==> src/hdl/sliding_window_mean_max_macros.svh <==
// ----------------------------------------------------------------------------
// sliding_window_mean_max_macros
// Assertion helpers shared by the window block.
// ----------------------------------------------------------------------------
`ifndef SLIDING_WINDOW_MEAN_MAX_MACROS_SVH
`define SLIDING_WINDOW_MEAN_MAX_MACROS_SVH

// same-cycle implication, disabled in reset
`define SWMM_ASSERT_NOW(lbl, clk, rstn, ante, cons, msg) \
    lbl: assert property (@(posedge clk) disable iff (!rstn) (ante) |-> (cons)) \
        else $error(msg);

// next-cycle implication, disabled in reset
`define SWMM_ASSERT_NEXT(lbl, clk, rstn, ante, cons, msg) \
    lbl: assert property (@(posedge clk) disable iff (!rstn) (ante) |=> (cons)) \
        else $error(msg);

`endif

==> src/hdl/swmm_pkg.sv <==
// ----------------------------------------------------------------------------
// swmm_pkg
// Shared widths, defaults and types of the sliding window mean/max block.
// ----------------------------------------------------------------------------
package swmm_pkg;

    localparam int SAMPLE_W   = 16;
    localparam int QUO_W      = 16;
    localparam int DEF_WINDOW = 60;

    typedef enum logic [1:0] {
        ST_IDLE = 2'b01,
        ST_BUSY = 2'b10
    } t_state;

endpackage

==> src/hdl/sliding_window_mean_max.sv <==
// An accepted sample shifts into the WINDOW-long cell chain; its result is registered
// once the peak sweep has settled. No new sample is taken before that, and a held prior
// result can delay the finish; the peak ripples one cell a cycle down the chain and sets
// the pace, the mean comes through the registered total and the divider's quotient register.
// A finished result waits in the output register while the next sample is taken.
// Reset (synchronous, active low) zeroes every window cell and the running total.
// ----------------------------------------------------------------------------
// sliding_window_mean_max
// Sliding window of power samples: truncated mean and peak of the last WINDOW.
// ----------------------------------------------------------------------------
`include "sliding_window_mean_max_macros.svh"

module sliding_window_mean_max #(
    parameter int WINDOW = swmm_pkg::DEF_WINDOW
) (
    input  logic                            i_clk,
    input  logic                            i_rst_n,
    // sample request
    input  logic                            i_s_axis_tvalid,
    output logic                            o_s_axis_tready,
    input  logic [swmm_pkg::SAMPLE_W-1:0]   i_s_axis_tdata,  // [15:0] sample
    // result request
    output logic                            o_m_axis_tvalid,
    input  logic                            i_m_axis_tready,
    output logic [2*swmm_pkg::SAMPLE_W-1:0] o_m_axis_tdata   // [15:0] window_mean,
                                                             // [31:16] window_peak
);
    import swmm_pkg::*;

    localparam int TW       = SAMPLE_W + $clog2(WINDOW);
    localparam int CW       = $clog2(WINDOW + 1);
    localparam logic [CW-1:0]  DONE_CNT  = CW'(WINDOW);
    localparam logic [TW+SAMPLE_W-1:0] TOTAL_MAX =
        (TW+SAMPLE_W)'(WINDOW) * (TW+SAMPLE_W)'((1 << SAMPLE_W) - 1);

    t_state            r_state, n_state;
    logic [CW-1:0]     r_cnt, n_cnt;
    logic [TW-1:0]     r_total, n_total;
    logic              r_ovalid, n_ovalid;
    logic [SAMPLE_W-1:0] r_mean, r_peak;
    logic              w_accept;
    logic              w_finish;
    logic [QUO_W-1:0]  w_quotient;

    // window chain: entry 0 is the oldest, WINDOW-1 the newest
    logic [SAMPLE_W-1:0] w_data [WINDOW];
    logic [SAMPLE_W-1:0] w_pmax [WINDOW];

    assign o_s_axis_tready = (r_state == ST_IDLE);
    assign w_accept        = i_s_axis_tvalid && o_s_axis_tready;

    // result leaves once the peak sweep has settled (the mean is ready
    // long before), and only when the output register is free or draining
    assign w_finish = (r_state == ST_BUSY) && (r_cnt == DONE_CNT)
                   && (!r_ovalid || i_m_axis_tready);

    // Each cell shifts toward the old end on accept; the partial peak
    // moves one cell per cycle from the oldest end to the newest.
    for (genvar k = 0; k < WINDOW; k++) begin : g_cell
        logic [SAMPLE_W-1:0] w_in_data;
        logic [SAMPLE_W-1:0] w_in_pmax;
        if (k == WINDOW - 1) begin : g_head
            assign w_in_data = i_s_axis_tdata;
        end else begin : g_body
            assign w_in_data = w_data[k+1];
        end
        if (k == 0) begin : g_first
            assign w_in_pmax = '0;
        end else begin : g_rest
            assign w_in_pmax = w_pmax[k-1];
        end
        swmm_cell u_cell (
            .i_clk   (i_clk),
            .i_rst_n (i_rst_n),
            .i_shift (w_accept),
            .i_data  (w_in_data),
            .i_pmax  (w_in_pmax),
            .o_data  (w_data[k]),
            .o_pmax  (w_pmax[k])
        );
    end

    // running total: drop the oldest, add the newest
    assign n_total = r_total - TW'(w_data[0]) + TW'(i_s_axis_tdata);

    // mean from the registered total, through the divider's quotient register
    swmm_div #(
        .WINDOW (WINDOW)
    ) u_div (
        .i_clk      (i_clk),
        .i_dividend (r_total),
        .o_quotient (w_quotient)
    );

    always_comb begin
        n_state  = r_state;
        n_cnt    = r_cnt;
        n_ovalid = r_ovalid;
        if (r_ovalid && i_m_axis_tready) begin
            n_ovalid = 1'b0;
        end
        unique case (r_state)
            ST_IDLE: begin
                if (w_accept) begin
                    n_state = ST_BUSY;
                    n_cnt   = '0;
                end
            end
            ST_BUSY: begin
                if (r_cnt != DONE_CNT) begin
                    n_cnt = r_cnt + 1'b1;
                end
                if (w_finish) begin
                    n_state  = ST_IDLE;
                    n_ovalid = 1'b1;
                end
            end
            default: begin
                n_state = ST_IDLE;
            end
        endcase
    end

    always_ff @(posedge i_clk) begin
        if (!i_rst_n) begin
            r_state  <= ST_IDLE;
            r_cnt    <= '0;
            r_total  <= '0;
            r_ovalid <= 1'b0;
        end else begin
            r_state  <= n_state;
            r_cnt    <= n_cnt;
            r_ovalid <= n_ovalid;
            if (w_accept) begin
                r_total <= n_total;
            end
        end
    end

    // result payload, no reset needed
    always_ff @(posedge i_clk) begin
        if (w_finish) begin
            r_mean <= w_quotient;
            r_peak <= w_pmax[WINDOW-1];
        end
    end

    assign o_m_axis_tvalid = r_ovalid;
    assign o_m_axis_tdata  = {r_peak, r_mean};

    `SWMM_ASSERT_NEXT(a_accept_starts, i_clk, i_rst_n, w_accept, (r_state == ST_BUSY) && (r_cnt == '0), "accepted sample did not start a sweep")
    `SWMM_ASSERT_NOW(a_finish_settled, i_clk, i_rst_n, w_finish, r_cnt == DONE_CNT, "result taken before sweep settled")
    `SWMM_ASSERT_NEXT(a_finish_valid, i_clk, i_rst_n, w_finish, o_m_axis_tvalid && (r_state == ST_IDLE), "finished result not presented")
    `SWMM_ASSERT_NOW(a_total_bound, i_clk, i_rst_n, 1'b1, (TW+SAMPLE_W)'(r_total) <= TOTAL_MAX, "running total exceeds window bound")

endmodule

==> src/hdl/swmm_cell.sv <==
// ----------------------------------------------------------------------------
// swmm_cell
// One window slot: holds a sample and folds it into the running peak.
// ----------------------------------------------------------------------------
module swmm_cell (
    input  logic                          i_clk,
    input  logic                          i_rst_n,
    input  logic                          i_shift,
    input  logic [swmm_pkg::SAMPLE_W-1:0] i_data,
    input  logic [swmm_pkg::SAMPLE_W-1:0] i_pmax,
    output logic [swmm_pkg::SAMPLE_W-1:0] o_data,
    output logic [swmm_pkg::SAMPLE_W-1:0] o_pmax
);
    import swmm_pkg::*;

    logic [SAMPLE_W-1:0] r_data, n_data;
    logic [SAMPLE_W-1:0] r_pmax, n_pmax;

    always_comb begin
        n_data = i_shift ? i_data : r_data;
        n_pmax = (r_data > i_pmax) ? r_data : i_pmax;
    end

    always_ff @(posedge i_clk) begin
        if (!i_rst_n) begin
            r_data <= '0;
            r_pmax <= '0;
        end else begin
            r_data <= n_data;
            r_pmax <= n_pmax;
        end
    end

    assign o_data = r_data;
    assign o_pmax = r_pmax;

endmodule

==> src/hdl/swmm_div.sv <==
// ----------------------------------------------------------------------------
// swmm_div
// Window total divided by WINDOW through a fixed reciprocal, registered.
// ----------------------------------------------------------------------------
module swmm_div #(
    parameter int WINDOW = swmm_pkg::DEF_WINDOW
) (
    input  logic                                         i_clk,
    input  logic [swmm_pkg::SAMPLE_W+$clog2(WINDOW)-1:0] i_dividend,
    output logic [swmm_pkg::QUO_W-1:0]                   o_quotient
);
    import swmm_pkg::*;

    // q = (n * ceil(2^SH / WINDOW)) >> SH is exact for every n below 2^TW
    // when SH = TW + ceil(log2(WINDOW)); the reciprocal fits TW+1 bits
    localparam int TW = SAMPLE_W + $clog2(WINDOW);
    localparam int SH = TW + $clog2(WINDOW);
    localparam int MW = TW + 1;
    localparam int PW = TW + MW;
    localparam logic [63:0] RECIP_WIDE =
        ((64'd1 << SH) + 64'(WINDOW) - 64'd1) / 64'(WINDOW);
    localparam logic [MW-1:0] RECIP = MW'(RECIP_WIDE);

    logic [PW-1:0]    w_prod;
    logic [QUO_W-1:0] r_quo;

    // TW x MW bit product (22 x 23 at the default window)
    assign w_prod = PW'(i_dividend) * PW'(RECIP);

    always_ff @(posedge i_clk) begin
        r_quo <= w_prod[SH +: QUO_W];
    end

    assign o_quotient = r_quo;

endmodule

==> config.mk <==
export PLATFORM = sky130hd
export DESIGN_NAME = sliding_window_mean_max
export DESIGN_NICKNAME = d
export VERILOG_FILES = /design/src/hdl/swmm_pkg.sv /design/src/hdl/sliding_window_mean_max.sv /design/src/hdl/swmm_cell.sv /design/src/hdl/swmm_div.sv
export VERILOG_INCLUDE_DIRS = /design/src /design/src/hdl
export SDC_FILE = /design/constraint.sdc
export NUM_CORES = 2
export LEC_CHECK = 0
export BUFFER_PORTS_ARGS = -buffer_cell sky130_fd_sc_hd__buf_4
export CAP_MARGIN = 10
export CELL_PAD_IN_SITES_DETAIL_PLACEMENT = 0
export CELL_PAD_IN_SITES_GLOBAL_PLACEMENT = 1
export CORE_UTILIZATION = 46
export DETAILED_ROUTE_END_ITERATION = 8
export PLACE_DENSITY_LB_ADDON = 0.3
export SYNTH_ARGS = -nofsm -noshare
export SYNTH_HDL_FRONTEND = slang
export SYNTH_SLANG_ARGS = --single-unit
==> constraint.sdc <==
create_clock -name i_clk -period 11.9 [get_ports i_clk]
set_clock_uncertainty 0.15 [all_clocks]
set_input_delay 0.595 -clock i_clk [delete_from_list [all_inputs] [get_ports i_clk]]
set_output_delay 0.595 -clock i_clk [all_outputs]
set_load 0.02 [all_outputs]
# --- Word level (Yosys, flattened, before mapping) ---
# Index checks and enable logic that the tools add are counted.
classes:
  n_addsub: 3
  n_mux: 68
  n_shift: 0
  n_eq_ne: 7
  n_lt_le_gt_ge: 60
  reduce_logical: 10
  n_div: 0
  bitwise_logic: 0
  mul: 1
op_table:
  columns: ["op", "count"]
  rows:
  - ["> comparator 16 bit", 59]
  - ["2-to-1 mux 16 bit", 59]
  - ["multiplier 22 x 23 -> 44 bit (second input constant)", 1]
  - ["adder 22 x 16 -> 22 bit", 1]
  - ["subtractor 22 x 16 -> 22 bit", 1]
  - ["> comparator 16 x 1 -> 1 bit (second input constant)", 1]
  - ["2-to-1 mux 6 bit", 2]
  - ["case mux 6 bit (2 select lines)", 1]
  - ["adder 6 x 1 -> 6 bit (second input constant)", 1]
  - ["== test 6 bit (second input constant)", 1]
  - ["inequality test 6 bit (second input constant)", 1]
  - ["logical AND 1 bit", 4]
  - ["2-to-1 mux 2 bit", 2]
  - ["inequality test 2 x 1 -> 1 bit (second input constant)", 2]
  - ["case mux 2 bit (2 select lines)", 1]
  - ["AND reduction 2 bit", 2]
  - ["2-to-1 mux 1 bit", 3]
  - ["AND reduction 3 bit", 1]
  - ["== test 2 x 1 -> 1 bit (second input constant)", 1]
  - ["== test 2 bit (second input constant)", 1]
  - ["inequality test 2 bit (second input constant)", 1]
  - ["nonzero test 2 bit", 1]
  - ["zero test 1 bit", 1]
  - ["logical OR 1 bit", 1]
totals:
  ramBits: 0
  n_memories: 0
  regBits: 1999
  rom_bits: 0
  latchBits: 0
  out_inout_bits: 34

# --- Longest topological paths before layout ---
logic_depth:
  ltp_word: 5
  mapped_depth: 21

# --- Modules after synthesis ---
# From an unflattened synthesis, not the netlist that was laid out.
hier_totals:
  cells_unflattened: 9976
  hier_area_um2: 105174.6
modules_own_cells:
  columns: ["mod", "n_inst", "cells_per_inst", "area_per_inst_um2"]
  rows:
  - ["swmm_cell", 60, 150, 1600.3]
  - ["swmm_div", 1, 589, 5440.2]
  - ["sliding_window_mean_max", 1, 387, 3717.3]

# --- Least setup slack after synthesis ---
# OpenSTA, ideal clock, no wires.
synth_timing:
  path_kind: "register to register"
  start: "register r_total[21]"
  end: "register u_div.r_quo[13] (netlist: u_div.o_quotient[13])"
  path_stages_with_launch: 18
  required_time_ns: 11.629
  arrival_ns: 4.736
  path_slack_ns: 6.893
  path_buffers: 2
  cell_sequence: "dfxtp_1 -> ha_1 -> fa_1 -> inv_1 -> fa_1 -> inv_1 -> fa_1 -> fa_1 -> ha_1 -> ha_1 -> clkbuf_1 -> and3_1 -> clkbuf_1 -> nand4_1 -> a31o_2 -> nand4_1 -> a41oi_1 -> xnor2_1"
synth_between:
  elab_chain_cells: 1
synth_lines:
  columns: ["item", "line_no", "text"]
  rows:
  - ["start, declared", "sliding_window_mean_max.sv:38", "logic [TW-1:0] r_total, n_total;"]
  - ["start signal, assigned", "sliding_window_mean_max.sv:135", "r_total <= n_total;"]
  - ["multiplier 22 x 23 -> 44 bit", "swmm_div.sv:28", "assign w_prod = PW'(i_dividend) * PW'(RECIP);"]
  - ["via u_div.w_prod[41]", "swmm_div.sv:24", "logic [PW-1:0] w_prod;"]
  - ["end signal, assigned", "swmm_div.sv:31", "r_quo <= w_prod[SH +: QUO_W];"]
  - ["end, declared", "swmm_div.sv:25", "logic [QUO_W-1:0] r_quo;"]
# The timed path passes the listed nets, and every way through them passes these cells.
# A chain may end at the register's enable or synchronous reset.

# --- Worst setup path after layout ---
# Ends and elaborated chain as after synthesis.

==> results.toml <==
[detailed_routing]
wl_per_cell_um = 15.8
drc = 0
drt_pass1_iterations = 5
drtAntennaViolNets = 0
routed_wl_um = 229000
vias_per_cell = 5.27
initialDrtViolationCount = 4085
num_vias = 76400

[synthesis]
synth_top_area_cell = "dfxtp_1"
synth-simple-area-share = 0.152
synthAdderAreaFrac = 0.158
synth.area.top_cells = "dfxtp_1 (40%), ha_1 (14%), nand2_1 (7.7%)"
async_reset_ff_frac = 0
syn_nets = 13000
yosysUniqueCellTypes = 79
ys_seq_area_frac = 0.405
netlist_instances = 11700
synth_top_family_by_area = "adder cells"
synth_top_area_frac = 0.395
synth_ff_type = "dfxtp_1"
synth_xor_area_frac = 0.00237
synth_edf_count = 32
synth_seq_cells = 1999
netlist_area_um2 = 99600
syn_avg_cell_area_um2 = 8.49
synth-compound-area-share = 0.142
muxShareOfSynthArea = 0.0727
yosysWarnings = 0

[global_route]
grt_pass1_vias = 76400
grt_max_degree = 241
overflow = 0
antenna_found_initial = 12
grt_use_total = 0.209
grt_pass1_wl_um = 386000

[run]
drv_cap = 0

[die]
core.rowCount = 170
design.core.area_um2 = 215000
die_w_um = 467
die-area_um2 = 218000
die_h_um = 467
num_io_pins = 54
initial_core_util = 0.464

[sta]
drv_slew = 0
hold_slack_ns = 0.102
tns_ns = 0
min_period_ns = 5.66
hold_viol = 0
relSlewSlack = 0.0977
rsz0062_at_grt = "no"
max_freq_ghz = 0.177
setup_viol = 0
finalCritPeriodShare = 0.476
tightest_slew_ns = 1.35

[placement]
hpwl_um = 162000
place_congestion = 0.847
port-buffer-count = 53
placed_cells = 14100

[layout]
fin_nets = 12700
layout_commonest_cell = "nand2_1"
nFillCells = 20400
drive_above_1_share = 0.0436
fin_cells = 14500
final_cell_mix = "nand2_1 (2,034), dfxtp_1 (1,967), a21oi_1 (1,465)"
syn_to_final_growth_pct = 9.44
final_util = 0.507

[critical_path]
worst_setup_path_start_kind = "flop"
crit_fanout = 8
worst-setup-path-type = "flop to flop"
crit_required_ns = 12.48
arrival_ns = 6.25
critPathCaptureType = "flop"

[power_and_ir_drop]
total_power_uw = 16100
cellPowerDensity_nw_per_um2 = 148
p_leak_uw = 0.0490
peakVddDrop_mv = 0.165

[worst_hold_path]
hold_class = "primary input to flop"

[clocking]
path_clk_slew_ns = 0.06
cts_made_buffers = 215
clock_path_buffers = 3
cts_tree = "built"
root_buffer = "clkbuf_16"
clock_latency_ns = 0.85
htreeDepth = 4
clock-sinks = 1999

[status]
status = "complete, no violations"
[worst max-delay path: stages (launching register included)]
cell and delay, ns:
dfxtp_1 0.39, ha_1 0.40, inv_1 0.08, fa_1 0.44, fa_1 0.56, inv_1 0.09
fa_1 0.51, fa_1 0.50, ha_1 0.31, ha_1 0.43, and3_1 0.41, nand4_1 0.15
a21oi_1 0.44, o21ai_1 0.19, nand4_1 0.21, a41oi_1 0.16, xnor2_1 0.15
[state kept, by name (all words and copies together), names as in the netlist]
name,flops
r_cnt,6
r_total,22
r_peak,16
g_cell.u_cell.o_pmax,960
r_mean,16
u_div.o_quotient,16
o_m_axis_tvalid,1
g_cell.u_cell.o_data,960
r_state,2
[synth_stat cells (19+ instances only)]
| library cell | number |
|---|---|
| nand2b_1 | 19 |
| nor3_1 | 33 |
| and3_1 | 30 |
| buf_6 | 20 |
| dfxtp_1 | 1967 |
| buf_2 | 86 |
| a31o_2 | 24 |
| o21a_1 | 51 |
| nand4_1 | 142 |
| a21o_1 | 404 |
| and2_1 | 21 |
| nand3_1 | 334 |
| o22ai_1 | 22 |
| o21ai_0 | 321 |
| ha_1 | 1135 |
| edfxtp_1 | 32 |
| nand2_1 | 2034 |
| o21ai_1 | 24 |
| nor2b_1 | 46 |
| mux2i_1 | 723 |
| and4_1 | 49 |
| a21oi_1 | 1465 |
| clkbuf_1 | 444 |
| nor2_1 | 892 |
| fa_1 | 77 |
| inv_1 | 1153 |
[through the flow]
step                setup slack, ns  area [um2]
floorplan                      6.89       99600
global placement               6.25      101000
detailed placement             6.26      101000
CTS                            6.25      109000
global route                   5.87      109000
finish                         6.24      109000
[metal layers]
metal / global-route usage / vias to the layer above / part of all wire
li1: - / 38800 / -
met1: 0.279 / 36400 / 0.48
met2: 0.354 / 928 / 0.47
met3: 0.0252 / 299 / 0.030
met4: 0.0542 / 0 / 0.021
met5: 0 / - / 0
[cell type report]
cell class | instances | area (um2) | area share
Sequential cell | 1999 | 40300 | 0.370
Clock inverter | 66 | 886 | 0.00813
Inverter | 1154 | 4340 | 0.0398
Timing Repair Buffer | 100 | 906 | 0.00831
Clock buffer | 331 | 6430 | 0.0590
Multi-Input combinational cell | 8016 | 52500 | 0.482
Antenna cell | 8 | 20.0 | 0.000184
Tap cell | 2838 | 3550 | 0.0326
[power by group]
part	internal (uW)	switching, uW
clock	4060	2800
combinational	883	1550
sequential	6780	67.6
total	11700	4420
[path summary, 6_finish.rpt]
check | start | to | slack (ns) | cells after the start
max reg2reg | r_total[21] | u_div.o_quotient[13] | 6.24 | 16
min | i_rst_n | r_cnt[3] | 0.10 | 3
min reg2reg | g_cell[59].u_cell.o_pmax[1] | r_peak[1] | 0.25 | 0
max | r_total[21] | u_div.o_quotient[13] | 6.24 | 16
[what timing repair did]
action,in CTS,in global routing
resized for setup,0,0
setup buffers,0,0
endpoints found under the hold margin,17,0
hold buffers,17,0
[cells by family after synthesis]
kind of cell,count (synthesis)
AOI/OAI and AO/OA,2420
buffers and inverters,1718
xor gates and xnor gates,27
DFF,1999
and+or+nand+nor,3634
adders and majority gates,1212
muxes,723
Power figures use the tool's default switching activity.
